<file path="config.mk">
export PLATFORM = sky130hd
export DESIGN_NAME = script_source_tokenizer
export DESIGN_NICKNAME = d
export VERILOG_FILES = /design/src/sv/sst_pkg.sv /design/src/sv/script_source_tokenizer.sv
export SDC_FILE = /design/constraint.sdc
export NUM_CORES = 1
export LEC_CHECK = 0
export BUFFER_PORTS_ARGS = -buffer_cell sky130_fd_sc_hd__clkbuf_2
export CORE_ASPECT_RATIO = 1.1
export CORE_UTILIZATION = 35
export DETAILED_ROUTE_END_ITERATION = 6
export SLEW_MARGIN = 40
export SYNTH_ARGS = -nofsm -noshare
export SYNTH_HDL_FRONTEND = slang
export SYNTH_SLANG_ARGS = --single-unit
</file>
<file path="constraint.sdc">
create_clock -name clock -period 6 [get_ports clock]
set_input_delay 0.3 -clock clock [delete_from_list [all_inputs] [get_ports clock]]
set_output_delay 0.3 -clock clock [all_outputs]
set_load 0.1 [all_outputs]
</file>
<file path="src/sv/sst_pkg.sv">
// Shared types and constants for the script source tokenizer.
package sst_pkg;

   typedef enum logic [4:0] {
      MODE_IDLE,
      MODE_IDENT,
      MODE_STRING,
      MODE_ESCAPE,
      MODE_DEC,
      MODE_HEX,
      MODE_DASH,
      MODE_DASH2,
      MODE_DASH2BR,
      MODE_LINECOM,
      MODE_BLOCKCOM,
      MODE_BLOCKCLOSE,
      MODE_PEQ,
      MODE_PLT,
      MODE_PGT,
      MODE_PTILDE,
      MODE_PDOT,
      MODE_PDOTDOT
   } mode_type;

   typedef logic [4:0] kind_type;

   localparam kind_type KIND_EOF        = 5'd0;
   localparam kind_type KIND_ERROR      = 5'd1;
   localparam kind_type KIND_NUMBER     = 5'd2;
   localparam kind_type KIND_STRING     = 5'd3;
   localparam kind_type KIND_IDENT      = 5'd4;
   localparam kind_type KIND_TEXT       = 5'd5;
   localparam kind_type KIND_PLUS       = 5'd6;
   localparam kind_type KIND_MINUS      = 5'd7;
   localparam kind_type KIND_STAR       = 5'd8;
   localparam kind_type KIND_SLASH      = 5'd9;
   localparam kind_type KIND_PERCENT    = 5'd10;
   localparam kind_type KIND_CARET      = 5'd11;
   localparam kind_type KIND_HASH       = 5'd12;
   localparam kind_type KIND_LPAREN     = 5'd13;
   localparam kind_type KIND_RPAREN     = 5'd14;
   localparam kind_type KIND_LBRACE     = 5'd15;
   localparam kind_type KIND_RBRACE     = 5'd16;
   localparam kind_type KIND_LBRACKET   = 5'd17;
   localparam kind_type KIND_RBRACKET   = 5'd18;
   localparam kind_type KIND_SEMI       = 5'd19;
   localparam kind_type KIND_COLON      = 5'd20;
   localparam kind_type KIND_COMMA      = 5'd21;
   localparam kind_type KIND_EQ         = 5'd22;
   localparam kind_type KIND_EQEQ       = 5'd23;
   localparam kind_type KIND_TILDEEQ    = 5'd24;
   localparam kind_type KIND_LT         = 5'd25;
   localparam kind_type KIND_LTEQ       = 5'd26;
   localparam kind_type KIND_GT         = 5'd27;
   localparam kind_type KIND_GTEQ       = 5'd28;
   localparam kind_type KIND_DOT        = 5'd29;
   localparam kind_type KIND_DOTDOT     = 5'd30;
   localparam kind_type KIND_DOTDOTDOT  = 5'd31;

   localparam logic [1:0] ERR_NONE       = 2'd0;
   localparam logic [1:0] ERR_UNTERM_STR = 2'd1;
   localparam logic [1:0] ERR_LONE_TILDE = 2'd2;
   localparam logic [1:0] ERR_UNEXPECTED = 2'd3;

   // Characters of a number that count, the 0x prefix included.
   localparam logic [3:0] NUMBER_CHARS = 4'd15;

   typedef struct packed {
      kind_type    kind;
      logic [15:0] line;
      logic [15:0] num;
      logic [7:0]  ch;
      logic [1:0]  err;
      logic        last;
   } rec_type;

endpackage

</file>
<file path="src/sv/script_source_tokenizer.sv">
// Results are written into a registered result queue and offered on rsp from its head.
// Throughput: one source byte per cycle while the result side drains; a byte that causes
// two results pushes both into a 4-entry queue, which has a single result port.
// Input stalls while fewer than two queue entries are free.
// Reset (synchronous): scanner idle, line counters at one, error flag clear, queue empty.
module script_source_tokenizer
   import sst_pkg::*;
#(
   parameter int TEXT_LIMIT = 32
) (
   input  logic        clock,
   input  logic        reset,
   input  logic        req_tvalid,
   output logic        req_tready,
   input  logic [7:0]  req_tdata,   // [7:0] in_byte
   input  logic        req_tlast,   // end_of_input
   output logic        rsp_tvalid,
   input  logic        rsp_tready,
   output logic [47:0] rsp_tdata,   // [15:0] line_number, [31:16] number_value,
                                    // [39:32] text_char, [41:40] error_code, rest zero
   output logic [4:0]  rsp_tuser,   // [4:0] record_kind
   output logic        rsp_tlast    // last_result
);

   localparam int TL_W = (TEXT_LIMIT > 2) ? $clog2(TEXT_LIMIT) : 1;
   localparam logic [TL_W-1:0] TEXT_MAX = TL_W'(TEXT_LIMIT - 1);

   localparam logic [7:0] CH_TAB   = 8'h09;
   localparam logic [7:0] CH_NL    = 8'h0A;
   localparam logic [7:0] CH_CR    = 8'h0D;
   localparam logic [7:0] CH_SPACE = 8'h20;
   localparam logic [7:0] CH_DQ    = 8'h22;
   localparam logic [7:0] CH_SQ    = 8'h27;
   localparam logic [7:0] CH_MINUS = 8'h2D;
   localparam logic [7:0] CH_DOT   = 8'h2E;
   localparam logic [7:0] CH_ZERO  = 8'h30;
   localparam logic [7:0] CH_LT    = 8'h3C;
   localparam logic [7:0] CH_EQ    = 8'h3D;
   localparam logic [7:0] CH_GT    = 8'h3E;
   localparam logic [7:0] CH_LBRK  = 8'h5B;
   localparam logic [7:0] CH_BSL   = 8'h5C;
   localparam logic [7:0] CH_RBRK  = 8'h5D;
   localparam logic [7:0] CH_TILDE = 8'h7E;
   localparam logic [7:0] CH_X_UP  = 8'h58;
   localparam logic [7:0] CH_X_LO  = 8'h78;
   localparam logic [7:0] CH_N     = 8'h6E;
   localparam logic [7:0] CH_R     = 8'h72;
   localparam logic [7:0] CH_T     = 8'h74;

   localparam int FIFO_DEPTH = 4;

   function automatic logic is_digit(input logic [7:0] c);
      return (c >= 8'h30) && (c <= 8'h39);
   endfunction

   function automatic logic is_alpha(input logic [7:0] c);
      return ((c >= 8'h61) && (c <= 8'h7A)) || ((c >= 8'h41) && (c <= 8'h5A)) ||
             (c == 8'h5F);
   endfunction

   // Bit 4 flags a hex digit, bits 3:0 hold its value.
   function automatic logic [4:0] hex_digit(input logic [7:0] c);
      logic [4:0] r;
      r = '0;
      if (is_digit(c))                      r = {1'b1, 4'(c - 8'h30)};
      else if ((c >= 8'h61) && (c <= 8'h66)) r = {1'b1, 4'(c - 8'h57)};
      else if ((c >= 8'h41) && (c <= 8'h46)) r = {1'b1, 4'(c - 8'h37)};
      return r;
   endfunction

   // Kind of a one-character operator, or KIND_EOF when the byte is none.
   function automatic kind_type single_kind(input logic [7:0] c);
      kind_type k;
      unique case (c)
         8'h2B:   k = KIND_PLUS;
         8'h2A:   k = KIND_STAR;
         8'h2F:   k = KIND_SLASH;
         8'h25:   k = KIND_PERCENT;
         8'h5E:   k = KIND_CARET;
         8'h23:   k = KIND_HASH;
         8'h28:   k = KIND_LPAREN;
         8'h29:   k = KIND_RPAREN;
         8'h7B:   k = KIND_LBRACE;
         8'h7D:   k = KIND_RBRACE;
         8'h5B:   k = KIND_LBRACKET;
         8'h5D:   k = KIND_RBRACKET;
         8'h3B:   k = KIND_SEMI;
         8'h3A:   k = KIND_COLON;
         8'h2C:   k = KIND_COMMA;
         default: k = KIND_EOF;
      endcase
      return k;
   endfunction

   function automatic rec_type mk_rec(input kind_type k, input logic [15:0] line,
                                      input logic [15:0] num, input logic [7:0] ch,
                                      input logic [1:0] err);
      rec_type r;
      r.kind = k;
      r.line = line;
      r.num  = num;
      r.ch   = ch;
      r.err  = err;
      r.last = 1'b0;
      return r;
   endfunction

   // Scanner state.
   mode_type        mode_ff, mode_in;
   logic [15:0]     line_ff, line_in;
   logic [15:0]     tsl_ff, tsl_in;
   logic [15:0]     acc_ff, acc_in;
   logic [3:0]      dcnt_ff, dcnt_in;
   logic [TL_W-1:0] tlen_ff, tlen_in;
   logic            dquote_ff, dquote_in;
   logic            err_ff, err_in;

   // Result queue.
   rec_type         fifo_ff [FIFO_DEPTH];
   logic [1:0]      rd_ptr_ff, wr_ptr_ff;
   logic [2:0]      fcnt_ff;

   logic [7:0]      c;
   logic            is_eof;
   logic            req_xfer, rsp_xfer;

   assign c        = req_tdata;
   assign is_eof   = req_tlast || (c == 8'h00);
   assign req_xfer = req_tvalid && req_tready;
   assign rsp_xfer = rsp_tvalid && rsp_tready;

   // Decode of a byte seen between tokens.
   logic            id_emit, id_nl, id_err, id_dquote;
   rec_type         id_rec;
   mode_type        id_mode;
   logic [TL_W-1:0] id_tlen;
   logic [15:0]     id_acc;
   logic [3:0]      id_dcnt;
   kind_type        id_op;

   always_comb begin
      id_op     = single_kind(c);
      id_emit   = 1'b0;
      id_rec    = mk_rec(KIND_EOF, line_ff, 16'd0, 8'd0, ERR_NONE);
      id_mode   = MODE_IDLE;
      id_nl     = 1'b0;
      id_err    = 1'b0;
      id_dquote = dquote_ff;
      id_tlen   = tlen_ff;
      id_acc    = acc_ff;
      id_dcnt   = dcnt_ff;
      priority if (c == CH_SPACE || c == CH_TAB || c == CH_CR) begin
         id_mode = MODE_IDLE;
      end else if (c == CH_NL) begin
         id_nl = 1'b1;
      end else if (c == CH_MINUS) begin
         id_mode = MODE_DASH;
      end else if (c == CH_DQ || c == CH_SQ) begin
         id_dquote = (c == CH_DQ);
         id_tlen   = '0;
         id_mode   = MODE_STRING;
      end else if (is_digit(c)) begin
         id_acc  = 16'(c - CH_ZERO);
         id_dcnt = 4'd1;
         id_mode = MODE_DEC;
      end else if (is_alpha(c)) begin
         // The first identifier character fits under the text limit whenever TEXT_LIMIT is two or more.
         id_tlen = TL_W'(1);
         id_mode = MODE_IDENT;
         id_emit = 1'b1;
         id_rec  = mk_rec(KIND_TEXT, line_ff, 16'd0, c, ERR_NONE);
      end else if (id_op != KIND_EOF) begin
         id_emit = 1'b1;
         id_rec  = mk_rec(id_op, line_ff, 16'd0, 8'd0, ERR_NONE);
      end else if (c == CH_EQ) begin
         id_mode = MODE_PEQ;
      end else if (c == CH_LT) begin
         id_mode = MODE_PLT;
      end else if (c == CH_GT) begin
         id_mode = MODE_PGT;
      end else if (c == CH_TILDE) begin
         id_mode = MODE_PTILDE;
      end else if (c == CH_DOT) begin
         id_mode = MODE_PDOT;
      end else begin
         id_emit = 1'b1;
         id_err  = 1'b1;
         id_rec  = mk_rec(KIND_ERROR, line_ff, 16'd0, 8'd0, ERR_UNEXPECTED);
      end
   end

   // One byte step: an optional record for the token the byte closes, then an
   // optional record from the byte itself.
   logic            pre_v, main_v, call_idle;
   rec_type         pre_rec, main_rec;
   logic            keep_ok;
   logic [7:0]      esc_ch;
   logic [4:0]      hx;
   logic [15:0]     dec_next, hex_next;

   always_comb begin
      keep_ok  = tlen_ff < TEXT_MAX;
      hx       = hex_digit(c);
      dec_next = (acc_ff << 3) + (acc_ff << 1) + 16'(c - CH_ZERO);
      hex_next = (acc_ff << 4) + 16'(hx[3:0]);
      unique case (c)
         CH_N:    esc_ch = CH_NL;
         CH_R:    esc_ch = CH_CR;
         CH_T:    esc_ch = CH_TAB;
         default: esc_ch = c;
      endcase

      mode_in   = mode_ff;
      line_in   = line_ff;
      tsl_in    = tsl_ff;
      acc_in    = acc_ff;
      dcnt_in   = dcnt_ff;
      tlen_in   = tlen_ff;
      dquote_in = dquote_ff;
      err_in    = err_ff;
      pre_v     = 1'b0;
      main_v    = 1'b0;
      call_idle = 1'b0;
      pre_rec   = mk_rec(KIND_EOF, tsl_ff, 16'd0, 8'd0, ERR_NONE);
      main_rec  = mk_rec(KIND_EOF, tsl_ff, 16'd0, 8'd0, ERR_NONE);

      if (is_eof) begin
         if (!err_ff) begin
            pre_v = 1'b1;
            unique case (mode_ff)
               MODE_IDENT:   pre_rec.kind = KIND_IDENT;
               MODE_STRING, MODE_ESCAPE:
                  pre_rec = mk_rec(KIND_ERROR, line_ff, 16'd0, 8'd0, ERR_UNTERM_STR);
               MODE_DEC, MODE_HEX: begin
                  pre_rec.kind = KIND_NUMBER;
                  pre_rec.num  = acc_ff;
               end
               MODE_DASH:    pre_rec.kind = KIND_MINUS;
               MODE_PEQ:     pre_rec.kind = KIND_EQ;
               MODE_PLT:     pre_rec.kind = KIND_LT;
               MODE_PGT:     pre_rec.kind = KIND_GT;
               MODE_PTILDE:
                  pre_rec = mk_rec(KIND_ERROR, line_ff, 16'd0, 8'd0, ERR_LONE_TILDE);
               MODE_PDOT:    pre_rec.kind = KIND_DOT;
               MODE_PDOTDOT: pre_rec.kind = KIND_DOTDOT;
               default:      pre_v = 1'b0;
            endcase
         end
         main_v    = 1'b1;
         main_rec  = mk_rec(KIND_EOF, line_ff, 16'd0, 8'd0, ERR_NONE);
         mode_in   = MODE_IDLE;
         line_in   = 16'd1;
         tsl_in    = 16'd1;
         acc_in    = '0;
         dcnt_in   = '0;
         tlen_in   = '0;
         dquote_in = 1'b0;
         err_in    = 1'b0;
      end else if (!err_ff) begin
         unique case (mode_ff)
            MODE_IDENT: begin
               if (is_alpha(c) || is_digit(c)) begin
                  if (keep_ok) begin
                     main_v   = 1'b1;
                     main_rec = mk_rec(KIND_TEXT, tsl_ff, 16'd0, c, ERR_NONE);
                     tlen_in  = tlen_ff + TL_W'(1);
                  end
               end else begin
                  pre_v        = 1'b1;
                  pre_rec.kind = KIND_IDENT;
                  call_idle    = 1'b1;
               end
            end
            MODE_STRING: begin
               if (c == (dquote_ff ? CH_DQ : CH_SQ)) begin
                  main_v        = 1'b1;
                  main_rec.kind = KIND_STRING;
                  mode_in       = MODE_IDLE;
               end else if (c == CH_BSL) begin
                  mode_in = MODE_ESCAPE;
               end else if (c == CH_NL) begin
                  main_v   = 1'b1;
                  main_rec = mk_rec(KIND_ERROR, line_ff, 16'd0, 8'd0, ERR_UNTERM_STR);
                  err_in   = 1'b1;
                  mode_in  = MODE_IDLE;
               end else if (keep_ok) begin
                  main_v   = 1'b1;
                  main_rec = mk_rec(KIND_TEXT, tsl_ff, 16'd0, c, ERR_NONE);
                  tlen_in  = tlen_ff + TL_W'(1);
               end
            end
            MODE_ESCAPE: begin
               if (c == CH_NL) line_in = line_ff + 16'd1;
               mode_in = MODE_STRING;
               if (keep_ok) begin
                  main_v   = 1'b1;
                  main_rec = mk_rec(KIND_TEXT, tsl_ff, 16'd0, esc_ch, ERR_NONE);
                  tlen_in  = tlen_ff + TL_W'(1);
               end
            end
            MODE_DEC: begin
               if (is_digit(c)) begin
                  if (dcnt_ff < NUMBER_CHARS) begin
                     acc_in  = dec_next;
                     dcnt_in = dcnt_ff + 4'd1;
                  end
               end else if ((c == CH_X_LO || c == CH_X_UP) && dcnt_ff == 4'd1 &&
                            acc_ff == 16'd0) begin
                  dcnt_in = 4'd2;
                  mode_in = MODE_HEX;
               end else begin
                  pre_v        = 1'b1;
                  pre_rec.kind = KIND_NUMBER;
                  pre_rec.num  = acc_ff;
                  call_idle    = 1'b1;
               end
            end
            MODE_HEX: begin
               if (hx[4]) begin
                  if (dcnt_ff < NUMBER_CHARS) begin
                     acc_in  = hex_next;
                     dcnt_in = dcnt_ff + 4'd1;
                  end
               end else begin
                  pre_v        = 1'b1;
                  pre_rec.kind = KIND_NUMBER;
                  pre_rec.num  = acc_ff;
                  call_idle    = 1'b1;
               end
            end
            MODE_DASH: begin
               if (c == CH_MINUS) mode_in = MODE_DASH2;
               else begin
                  pre_v        = 1'b1;
                  pre_rec.kind = KIND_MINUS;
                  call_idle    = 1'b1;
               end
            end
            MODE_DASH2, MODE_DASH2BR: begin
               if (c == CH_LBRK) begin
                  mode_in = (mode_ff == MODE_DASH2) ? MODE_DASH2BR : MODE_BLOCKCOM;
               end else if (c == CH_NL) begin
                  line_in = line_ff + 16'd1;
                  mode_in = MODE_IDLE;
               end else begin
                  mode_in = MODE_LINECOM;
               end
            end
            MODE_LINECOM: begin
               if (c == CH_NL) begin
                  line_in = line_ff + 16'd1;
                  mode_in = MODE_IDLE;
               end
            end
            MODE_BLOCKCOM: begin
               if (c == CH_RBRK) mode_in = MODE_BLOCKCLOSE;
               else if (c == CH_NL) line_in = line_ff + 16'd1;
            end
            MODE_BLOCKCLOSE: begin
               if (c == CH_RBRK) mode_in = MODE_IDLE;
               else begin
                  if (c == CH_NL) line_in = line_ff + 16'd1;
                  mode_in = MODE_BLOCKCOM;
               end
            end
            MODE_PEQ, MODE_PLT, MODE_PGT: begin
               if (c == CH_EQ) begin
                  main_v  = 1'b1;
                  mode_in = MODE_IDLE;
                  unique case (mode_ff)
                     MODE_PEQ: main_rec.kind = KIND_EQEQ;
                     MODE_PLT: main_rec.kind = KIND_LTEQ;
                     default:  main_rec.kind = KIND_GTEQ;
                  endcase
               end else begin
                  pre_v     = 1'b1;
                  call_idle = 1'b1;
                  unique case (mode_ff)
                     MODE_PEQ: pre_rec.kind = KIND_EQ;
                     MODE_PLT: pre_rec.kind = KIND_LT;
                     default:  pre_rec.kind = KIND_GT;
                  endcase
               end
            end
            MODE_PTILDE: begin
               main_v  = 1'b1;
               mode_in = MODE_IDLE;
               if (c == CH_EQ) main_rec.kind = KIND_TILDEEQ;
               else begin
                  // The byte after a lone tilde is dropped.
                  main_rec = mk_rec(KIND_ERROR, line_ff, 16'd0, 8'd0, ERR_LONE_TILDE);
                  err_in   = 1'b1;
               end
            end
            MODE_PDOT: begin
               if (c == CH_DOT) mode_in = MODE_PDOTDOT;
               else begin
                  pre_v        = 1'b1;
                  pre_rec.kind = KIND_DOT;
                  call_idle    = 1'b1;
               end
            end
            MODE_PDOTDOT: begin
               if (c == CH_DOT) begin
                  main_v        = 1'b1;
                  main_rec.kind = KIND_DOTDOTDOT;
                  mode_in       = MODE_IDLE;
               end else begin
                  pre_v        = 1'b1;
                  pre_rec.kind = KIND_DOTDOT;
                  call_idle    = 1'b1;
               end
            end
            default: call_idle = 1'b1;
         endcase

         if (call_idle) begin
            mode_in   = id_mode;
            tsl_in    = line_ff;
            line_in   = line_ff + {15'd0, id_nl};
            dquote_in = id_dquote;
            tlen_in   = id_tlen;
            acc_in    = id_acc;
            dcnt_in   = id_dcnt;
            err_in    = id_err;
            main_v    = id_emit;
            main_rec  = id_rec;
         end
      end

      if (main_v) main_rec.last = 1'b1;
      else        pre_rec.last  = 1'b1;
   end

   // Queue write side: the first pushed record goes to wr_ptr, a second one after it.
   logic [1:0] push_n;
   rec_type    first_rec;

   assign push_n     = req_xfer ? ({1'b0, pre_v} + {1'b0, main_v}) : 2'd0;
   assign first_rec  = pre_v ? pre_rec : main_rec;
   assign req_tready = fcnt_ff <= 3'd2;

   always_ff @(posedge clock) begin
      if (reset) begin
         mode_ff   <= MODE_IDLE;
         line_ff   <= 16'd1;
         tsl_ff    <= 16'd1;
         acc_ff    <= '0;
         dcnt_ff   <= '0;
         tlen_ff   <= '0;
         dquote_ff <= 1'b0;
         err_ff    <= 1'b0;
         rd_ptr_ff <= '0;
         wr_ptr_ff <= '0;
         fcnt_ff   <= '0;
      end else begin
         if (req_xfer) begin
            mode_ff   <= mode_in;
            line_ff   <= line_in;
            tsl_ff    <= tsl_in;
            acc_ff    <= acc_in;
            dcnt_ff   <= dcnt_in;
            tlen_ff   <= tlen_in;
            dquote_ff <= dquote_in;
            err_ff    <= err_in;
         end
         wr_ptr_ff <= wr_ptr_ff + push_n;
         rd_ptr_ff <= rd_ptr_ff + {1'b0, rsp_xfer};
         fcnt_ff   <= fcnt_ff + {1'b0, push_n} - {2'b00, rsp_xfer};
      end
   end

   always_ff @(posedge clock) begin
      if (push_n != 2'd0) fifo_ff[wr_ptr_ff] <= first_rec;
      if (push_n == 2'd2) fifo_ff[wr_ptr_ff + 2'd1] <= main_rec;
   end

   rec_type head;
   assign head       = fifo_ff[rd_ptr_ff];
   assign rsp_tvalid = fcnt_ff != 3'd0;
   assign rsp_tuser  = head.kind;
   assign rsp_tlast  = head.last;
   assign rsp_tdata  = {6'd0, head.err, head.ch, head.num, head.line};

   // Queue occupancy never exceeds its depth.
   a_fifo_bound: assert property (@(posedge clock) disable iff (reset)
      fcnt_ff <= 3'(FIFO_DEPTH))
      else $error("result queue overflow");

   // End of input returns the scanner to its reset state.
   a_eof_resets: assert property (@(posedge clock) disable iff (reset)
      (req_xfer && is_eof) |=> (mode_ff == MODE_IDLE && line_ff == 16'd1 && !err_ff))
      else $error("end of input did not reset the scanner");

   // A latched error always leaves the scanner idle.
   a_err_idle: assert property (@(posedge clock) disable iff (reset)
      err_ff |-> (mode_ff == MODE_IDLE))
      else $error("error latched outside idle");

   // Kept text never exceeds the limit.
   a_text_bound: assert property (@(posedge clock) disable iff (reset)
      tlen_ff <= TEXT_MAX)
      else $error("text length beyond limit");

   // When two records are pushed, only the second ends the byte's results.
   a_pair_last: assert property (@(posedge clock) disable iff (reset)
      (push_n == 2'd2) |-> (!first_rec.last && main_rec.last))
      else $error("last flag misplaced in a record pair");

endmodule
</file>
==> results of run 1 <==
## worst reg2reg max path, stage by stage (launching register included)
cell and delay [ns]:
dfxtp_1 0.46, or3b_1 0.65, or2_0 0.29, buf_4 0.21
a2111o_1 0.48, nand3_1 0.21, o211ai_1 0.20, a21o_1 0.28
nand2_1 0.07, ha_1 0.25, nand4b_1 0.22, or3_1 0.40
and2_1 0.20, a21oi_1 0.22, o21ai_4 0.22, o22ai_1 0.19
buf_4 0.25, a22o_1 0.17
## how the worst max path moves through the flow
stage,endpoint,slack (ns),cells past startpoint,startpoint
after global placement,fifo_ff[1][38],0.69,19,req_tdata[1]
after floorplan,fifo_ff[1][0],0.95,18,req_tdata[0]
after CTS,fifo_ff[1][40],1.05,17,mode_ff[4]
final,fifo_ff[1][40],0.89,17,mode_ff[4]
after global routing,fifo_ff[1][30],0.64,20,req_tdata[1]
after detailed placement,fifo_ff[1][40],0.54,19,req_tdata[1]
## layout make-up
cell class | instances | area [um2] | area share (%)
clock buffer | 38 | 778.2 | 4.540
clock inverter | 11 | 138.9 | 0.8103
inverter | 42 | 157.7 | 0.9198
multi-input combinational | 1062 | 7984 | 46.58
sequential | 263 | 6551 | 38.22
tap | 567 | 709.4 | 4.139
timing repair buffer | 130 | 820.8 | 4.789
## logic make-up after synthesis
kind of cell             count (synthesis)  share of synthesized area (%)
flip-flops                             263                          43.29
adder cells (fa/ha/maj)                 49                          4.750
AND/OR/NAND/NOR                        424                          13.82
AO/OA/AOI/OAI                          508                          24.99
other                                    1                        0.02480
multiplexers                            51                          7.348
XOR/XNOR                                24                          1.390
buffers and inverters                  163                          4.386
## where the power goes
part	leakage [nW]	switching, mW	internal (mW)
logic	3.36	2.86	1.06
clock network	0.449	0.694	1.03
registers	2.25	0.239	2.19
## cell usage in the layout (no fill, tap or decap), types with 10 or more instances in the layout
cell type,n
dfxtp_1,133
edfxtp_1,128
a22o_1,120
nor2_1,116
nand2_1,104
a21oi_1,86
buf_4,68
clkbuf_2,62
o21ai_0,49
mux4_2,48
inv_1,42
o22ai_1,37
nand3_1,36
ha_1,35
nor3_1,33
clkbuf_16,28
o211ai_1,25
a32o_1,22
a22oi_1,21
a211oi_1,18
and3_1,17
a31oi_1,16
fa_1,14
nand2b_1,13
or3_1,13
xnor2_1,13
nand4_1,12
o31ai_1,12
nor2b_1,11
and2_1,11
xor2_1,11
nor4_1,10
or4_1,10
## state kept, by name, summed over array words and instances, names as in the netlist
signal / cells
acc_ff: 16
dcnt_ff: 4
dquote_ff: 1
err_ff: 1
fcnt_ff: 3
fifo_ff: 192
line_ff: 16
mode_ff: 5
rd_ptr_ff: 2
tlen_ff: 5
tsl_ff: 16
wr_ptr_ff: 2
## routing by layer
metal  GRT usage (%)  routed length [um]  vias to the layer above
li1                -                   -                     5877
met1           30.01               20840                     6364
met2           34.38               21820                      594
met3           2.751                3840                       76
met4           6.436                1152                        0
met5               0                   0                        -
==> results.py, run 1 <==
metrics = {
    "pwr": {
        "p_leak_nw": 6.062,
        "ir_worst_vdd_v": 0.0002472,
        "power_mw": 8.072,
        "cellPowerDensity_nw_per_um2": 470.9,
    },
    "layout": {
        "final_util_pct": 40.33,
        "fillers": 4219,
        "nets": 1588,
        "syn2layout_area_growth_pct": 13.36,
        "layout.cells.non_filler": 2113,
        "fin_area_um2": 17140,
        "diodes": 0,
        "final_layout_size_suffix_gt1_share_pct": 16.30,
    },
    "global_routing": {
        "grt_start_max_net_pins": 50,
        "grt_pass1_wl_um": 74190,
        "antenna_found_initial": 0,
        "grt_usage_pct": 21.41,
        "overflow": 0,
        "first_global_vias": 12420,
    },
    "sta": {
        "setup_violations": 0,
        "fin_setup_tns_ns": 0,
        "slew_violations": 0,
        "setup_slack_ns": 0.8891,
        "rsz0062_at_grt": "no",
        "skew_ns": 0.007319,
        "min_period_ns": 5.111,
        "min_period_over_period_pct": 85.18,
        "hold_ws_ns": 0.2580,
        "worstMarginPinSlew_ns": 0.8064,
        "relSlewSlack_pct": 45.48,
        "fmax_ghz": 0.1957,
        "finalHoldViolCount": 0,
    },
    "placed_design": {
        "pre_cts_ws_ns": 0.5442,
        "place.gp.congestion": 1.028,
        "port_buffers": 62,
        "place_area_um2": 16190,
        "dp.cells": 2063,
        "dpl.hpwl_um": 33280,
    },
    "synth": {
        "syn-cell-area_um2": 15120,
        "yosys_warnings": 0,
        "syn_inst": 1483,
        "synth_cell_types": 88,
        "yosysMostFrequentCell": "dfxtp_1",
        "async_reset_ff_share_pct": 0,
        "ys_top_cells_by_count": "135 x dfxtp_1, 128 x edfxtp_1, 120 x a22o_1",
        "synth.top_cell.area_share_pct": 25.42,
        "synth_ff_type": "dfxtp_1",
        "synth-edff-count": 128,
        "netlist_top_cells_area": "edfxtp_1 25%, dfxtp_1 18%, mux4_2 7.1%",
        "seq_area_frac_synth_pct": 43.29,
        "synth_top_area_cell": "edfxtp_1",
        "synth_seq_cells": 263,
        "syn_avg_cell_area_um2": 10.20,
    },
    "floorplan": {
        "die_y_um": 220.0,
        "start_util_pct": 35.58,
        "die_area_um2": 44040,
        "rows": 79,
        "die_x_um": 200.2,
        "io-pin-count": 69,
        "core_um2": 42500,
    },
    "critical_path": {
        "r2r_end": "fifo_ff[1][40]",
        "cp_max_fo": 17,
        "rr_worst_depth": 17,
        "crit_arrival_ns": 5.51,
        "r2r-start": "mode_ff[4]",
        "path_class": "flop to flop",
        "path_common_cell": "buf_4",
        "crit_chain": "or3b_1 -> or2_0 -> buf_4 -> a2111o_1 -> nand3_1 -> o211ai_1 -> a21o_1 -> nand2_1 -> ha_1 -> nand4b_1 -> or3_1 -> and2_1 -> a21oi_1 -> o21ai_4 -> o22ai_1 -> buf_4 -> a22o_1",
        "cp-start-kind": "flop",
        "cp_top_family": "simple AND/OR/NAND/NOR gates",
        "crit_slowest_cell": "or3b_1",
        "path_buf_inv": 2,
        "critPathCaptureType": "flop",
        "required_ns": 6.40,
        "r2r_slack_ns": 0.89,
        "critPathMaxStageDelay_ns": 0.65,
    },
    "worst_hold_path": {
        "holdPathEnd": "err_ff",
        "hold_path_depth": 3,
        "hp-class": "primary input to flop",
        "hold_path.startpoint": "req_tvalid",
    },
    "clock_network": {
        "cts_sinks": 263,
        "clk_pin_slew_ns": 0.06,
        "clock_path_buffers": 3,
        "cts_hold_buffers": 0,
        "cts_tree": "yes",
        "h-tree-depth": 1,
        "postCtsSetupBuffers": 0,
        "cts_made_buffers": 27,
        "cts_resized": 0,
        "cts-root-buf": "clkbuf_16",
        "worstSkewPairLatency_ns": 0.54,
    },
    "run_status": {
        "outcome": "complete, no violations",
    },
    "route": {
        "via_per_inst": 6.110,
        "vias": 12910,
        "final_antenna_net_count": 0,
        "wire_per_inst_um": 22.55,
        "first_pass_iters": 6,
        "wl_um": 47660,
        "drc": 0,
        "drtIter0Drc": 1511,
    },
    "job": {
        "maxCapViolCount": 0,
    },
}
(Power assumes the default switching activity.)
==> inputs of run 2 (changes only) <==
CTS_BUF_LIST = sky130_fd_sc_hd__clkbuf_4 sky130_fd_sc_hd__clkbuf_8   (was unset)
HOLD_SLACK_MARGIN = 0.03   (was unset)
==> run 2 against run 1 <==
Effect of this change: global-route usage up 0.21 points; sequential share of layout area up 0.17 points; sequential power about the same; total power down 2.0%; clock skew up 0.035 ns; final cell count up 1.2%; combinational power about the same.
==> results.py, run 2 (synthesis gave the netlist of run 1 again) <==
metrics = {
    "clock_network": {
        "postCtsSetupBuffers": 0,
        "h-tree-depth": 2,
        "worstSkewPairLatency_ns": 0.57,
        "cts_tree": "yes",
        "clk_pin_slew_ns": 0.07,
        "cts_resized": 0,
        "cts_made_buffers": 41,
        "clock_path_buffers": 3,
        "cts_sinks": 263,
        "cts_hold_buffers": 0,
        "cts-root-buf": "clkbuf_8",
    },
    "sta": {
        "min_period_over_period_pct": 85.71,
        "skew_ns": 0.04215,
        "setup_slack_ns": 0.8572,
        "hold_ws_ns": 0.2071,
        "min_period_ns": 5.143,
        "worstMarginPinSlew_ns": 0.8556,
        "setup_violations": 0,
        "finalHoldViolCount": 0,
        "fmax_ghz": 0.1944,
        "rsz0062_at_grt": "no",
        "fin_setup_tns_ns": 0,
        "slew_violations": 0,
        "relSlewSlack_pct": 42.90,
    },
    "floorplan": {
        "die_x_um": 200.2,
        "die_y_um": 220.0,
        "io-pin-count": 69,
        "die_area_um2": 44040,
        "core_um2": 42500,
        "start_util_pct": 35.58,
        "rows": 79,
    },
    "placed_design": {
        "dpl.hpwl_um": 33280,
        "pre_cts_ws_ns": 0.5442,
        "dp.cells": 2063,
        "place.gp.congestion": 1.028,
        "port_buffers": 62,
    },
    "pwr": {
        "cellPowerDensity_nw_per_um2": 463.6,
        "ir_worst_vdd_v": 0.0002427,
        "p_leak_nw": 6.044,
        "power_mw": 7.910,
    },
    "route": {
        "drc": 0,
        "drtIter0Drc": 1544,
        "final_antenna_net_count": 0,
        "vias": 13040,
        "first_pass_iters": 6,
        "wire_per_inst_um": 22.52,
        "wl_um": 48150,
        "via_per_inst": 6.101,
    },
    "layout": {
        "nets": 1602,
        "layout_commonest_cell": "dfxtp_1",
        "final_layout_size_suffix_gt1_share_pct": 17.45,
        "layout.cells.non_filler": 2138,
        "largest_reg_flops": 192,
        "most-common-layout-cells": "133 x dfxtp_1, 128 x edfxtp_1, 120 x a22o_1",
        "syn2layout_area_growth_pct": 12.85,
        "largest_register": "fifo_ff",
    },
    "global_routing": {
        "grt_pass1_wl_um": 74690,
        "overflow": 0,
        "grt_usage_pct": 21.62,
        "first_global_vias": 12550,
        "antenna_found_initial": 0,
        "grt_start_max_net_pins": 50,
    },
    "critical_path": {
        "endpoint": "fifo_ff[1][40]",
        "cp_max_fo": 17,
        "path_class": "flop to flop",
        "r2r-start": "mode_ff[4]",
        "cp-startpoint": "mode_ff[4]",
        "r2r_end": "fifo_ff[1][40]",
        "rr_worst_depth": 17,
        "cp-start-kind": "flop",
        "required_ns": 6.41,
        "critPathCaptureType": "flop",
        "crit_arrival_ns": 5.56,
        "r2r_slack_ns": 0.86,
    },
    "worst_hold_path": {
        "hp-class": "primary input to flop",
    },
    "job": {
        "maxCapViolCount": 0,
    },
    "run_status": {
        "outcome": "complete, no violations",
    },
}
==> run 2: cell count changes in the layout (fill, tap and decap cells not counted), sizes merged <==
cell      delta
clkinv       +8
clkinvlp     +2
clkbuf      +15
diode        +1
inv          -1
==> run 2: critical path: stages, from the launching register on <==
cell      delay (ns)
dfxtp_1         0.47
or3b_1          0.65
or2_0           0.28
buf_4           0.21
a2111o_1        0.47
nand3_1         0.20
o211ai_1        0.21
a21o_1          0.28
nand2_1         0.07
ha_1            0.25
nand4b_1        0.22
or3_1           0.40
and2_1          0.20
a21oi_1         0.22
o21ai_4         0.22
o32ai_2         0.16
buf_4           0.26
a22o_1          0.18
==> run 2: worst min path at each step <==
stage | cells after the start | end | slack [ns] | start
global route | 3 | err_ff | 0.24 | req_tvalid
CTS | 3 | err_ff | 0.16 | req_tvalid
detailed placement | 1 | fifo_ff[3][16] | 0.46 | fifo_ff[3][16]
global placement | 1 | fifo_ff[2][14] | 0.46 | fifo_ff[2][14]
finish | 3 | err_ff | 0.21 | req_tvalid
floorplan | 1 | fifo_ff[1][21] | 0.44 | fifo_ff[1][21]
==> run 2: stage by stage <==
stage,util (%),instance area (um2)
6_report,40.15,17060
5_1_grt,40.14,17060
3_5_place_dp,38.09,16190
2_1_floorplan,-,15140
3_3_place_gp,38.06,16180
4_1_cts,40.06,17030
==> run 2: cell type report <==
type                       instances  area [um2]
clock inverter                    20       171.4
multi-input combinational       1062        7984
antenna                            1       2.502
sequential                       263        6551
inverter                          42       157.7
fill                            4217       25440
clock buffer                      53       666.9
tap                              567       709.4
timing repair buffer             130       820.8
==> run 2: power by group <==
group	internal (mW)	total, mW	switching [mW]	leakage, nW
Sequential	2.19	2.43	0.240	2.25
Clock	0.858	1.57	0.708	0.432
Combinational	1.06	3.92	2.86	3.36
Total	4.11	7.91	3.80	6.04
==> run 2: layer usage <==
metal  up-vias  share of wire (%)  global-route usage (%)
met1      6484                 44                   30.05
met3        92                7.0                   2.899
met2       553                 46                   34.58
met4         0                2.7                   7.308
li1       5914                  -                       -
met5         -                  0                       0
==> inputs of run 3 (changes only) <==
BUFFER_PORTS_ARGS = -buffer_cell sky130_fd_sc_hd__buf_2   (was -buffer_cell sky130_fd_sc_hd__clkbuf_2)
==> run 3 against run 2 <==
Effect of this change: via count shrank 1.6%; non-clock buffer count shrank 9; register-to-register slack gained 0.15 ns; flip-flop and latch count is the same; final cell count shrank 0.28%; combinational power is essentially flat.
==> results.py, run 3 (synthesis gave the netlist of run 1 again) <==
metrics = {
    "layout": {
        "layout.cells.non_filler": 2132,
        "largest_reg_flops": 192,
        "final_layout_size_suffix_gt1_share_pct": 17.65,
        "largest_register": "fifo_ff",
        "seq_area_um2": 6553,
        "multi_input_area_um2": 7985,
        "fin_area_um2": 17080,
        "syn2layout_area_growth_pct": 12.96,
        "layout_commonest_cell": "dfxtp_1",
        "fillers": 4208,
        "most-common-layout-cells": "132 x dfxtp_1, 128 x edfxtp_1, 120 x a22o_1",
        "nets": 1593,
    },
    "sta": {
        "fin_setup_tns_ns": 0,
        "fmax_ghz": 0.2004,
        "skew_ns": 0.02420,
        "slew_violations": 0,
        "relSlewSlack_pct": 42.23,
        "worstMarginPinSlew_ns": 0.8665,
        "rsz0062_at_grt": "no",
        "finalHoldViolCount": 0,
        "min_period_ns": 4.990,
        "min_period_over_period_pct": 83.17,
        "setup_slack_ns": 1.010,
        "setup_violations": 0,
    },
    "job": {
        "maxCapViolCount": 0,
    },
    "pwr": {
        "intPower_mw": 4.173,
        "p_clk_share_pct": 20.6,
        "p_switching_mw": 3.787,
        "ir_worst_vdd_v": 0.0002752,
        "switching_share_pct": 47.58,
        "power_mw": 7.960,
        "pwr-share-seq_pct": 30.4,
        "combPwrFrac_pct": 49.0,
        "cellPowerDensity_nw_per_um2": 466.0,
        "p_leak_nw": 6.068,
    },
    "placed_design": {
        "pre_cts_ws_ns": 0.5575,
        "port_buffers": 62,
        "place.gp.congestion": 1.038,
        "dp.cells": 2055,
        "dpl.hpwl_um": 33000,
        "place_area_um2": 16150,
    },
    "worst_hold_path": {
        "hold_path.startpoint": "req_tvalid",
        "hp-class": "primary input to flop",
        "holdPathEnd": "err_ff",
        "hold_path_depth": 3,
    },
    "floorplan": {
        "core_um2": 42500,
        "start_util_pct": 35.58,
        "die_area_um2": 44040,
        "rows": 79,
        "die_x_um": 200.2,
        "die_y_um": 220.0,
        "io-pin-count": 69,
    },
    "critical_path": {
        "critPathCaptureType": "flop",
        "path_class": "flop to flop",
        "cp-start-kind": "flop",
        "cp_max_fo": 17,
        "r2r-start": "mode_ff[4]",
        "r2r_slack_ns": 1.01,
        "required_ns": 6.42,
        "rr_worst_depth": 17,
        "r2r_end": "fifo_ff[1][30]",
        "crit_arrival_ns": 5.41,
    },
    "clock_network": {
        "postCtsSetupBuffers": 0,
        "h-tree-depth": 2,
        "clock_path_buffers": 3,
        "cts_sinks": 263,
        "cts_made_buffers": 41,
        "cts-root-buf": "clkbuf_8",
        "cts_tree": "yes",
        "worstSkewPairLatency_ns": 0.57,
        "cts_resized": 0,
        "cts_hold_buffers": 0,
        "clk_pin_slew_ns": 0.06,
    },
    "route": {
        "vias": 12840,
        "final_antenna_net_count": 0,
        "wire_per_inst_um": 22.20,
        "first_pass_iters": 6,
        "via_per_inst": 6.020,
        "drc": 0,
        "wl_um": 47330,
        "drtIter0Drc": 1350,
    },
    "global_routing": {
        "overflow": 0,
        "grt_start_max_net_pins": 49,
        "grt_usage_pct": 21.23,
        "grt_pass1_wl_um": 73400,
        "antenna_found_initial": 0,
        "first_global_vias": 12410,
    },
    "run_status": {
        "outcome": "complete, no violations",
    },
}
-- run 3: changes by cell type in the layout (fill, tap and decap cells not counted), sizes merged --
cell / delta
buf: +53
bufinv: -1
clkbuf: -50
clkinv: -7
clkinvlp: -3
inv: +2
-- run 3: worst max-delay path by stage --
stage               cells past startpoint         start  slack (ns)             end
floorplan                              18  req_tdata[0]        0.95   fifo_ff[1][0]
global placement                       19  req_tdata[1]        0.65  fifo_ff[1][38]
detailed placement                     19  req_tdata[1]        0.56  fifo_ff[1][30]
CTS                                    17    mode_ff[3]        0.89  fifo_ff[1][30]
global route                           20  req_tdata[1]        0.66  fifo_ff[1][30]
finish                                 17    mode_ff[4]        1.01  fifo_ff[1][30]
-- run 3: per-layer routing --
layer | up-vias | global-route usage [%] | routed length [um]
met5 | - | 0 | 0
met4 | 0 | 7.692 | 1393
met3 | 89 | 4.022 | 3490
met2 | 535 | 33.87 | 21560
met1 | 6322 | 28.65 | 20890
li1 | 5889 | - | -
-- run 3: power by group through the flow --
| stage | Sequential, mW | Combinational [mW] | Clock [mW] |
|---|---|---|---|
| finish | 2.42 | 3.90 | 1.64 |
| global route | 2.46 | 4.14 | 1.75 |
| CTS | 2.42 | 3.88 | 1.67 |
| detailed placement | 2.46 | 3.87 | 0 |
| global placement | 2.45 | 3.84 | 0 |
| floorplan | 2.32 | 3.02 | 0 |
-- run 3: layout make-up --
cell class | instances | share of cell area, %
Antenna cell | 1 | 0.01465
Timing Repair Buffer | 121 | 4.483
Inverter | 42 | 0.9230
Sequential cell | 263 | 38.36
Clock buffer | 65 | 4.652
Tap cell | 567 | 4.154
Multi-Input combinational cell | 1062 | 46.75
Clock inverter | 11 | 0.6593
-- run 3: through the flow --
stage | utilization (%) | hold slack, ns
global placement | 37.95 | 0.4555
finish | 40.19 | 0.1726
detailed placement | 38.00 | 0.4599
floorplan | - | 0.4439
CTS | 40.13 | 0.1291
global route | 40.18 | 0.1611
-- run 3: worst max-delay path: stages (launching register included) --
cell      delay [ns]
dfxtp_1         0.47
or3b_1          0.61
or2_0           0.26
buf_4           0.20
a2111o_1        0.45
nand3_1         0.20
o211ai_1        0.18
a21o_1          0.26
nand2_1         0.07
ha_1            0.25
nand4b_1        0.22
or3_1           0.39
and2_1          0.19
a21oi_1         0.21
o21ai_4         0.22
o32ai_2         0.19
buf_4           0.27
a22o_1          0.19
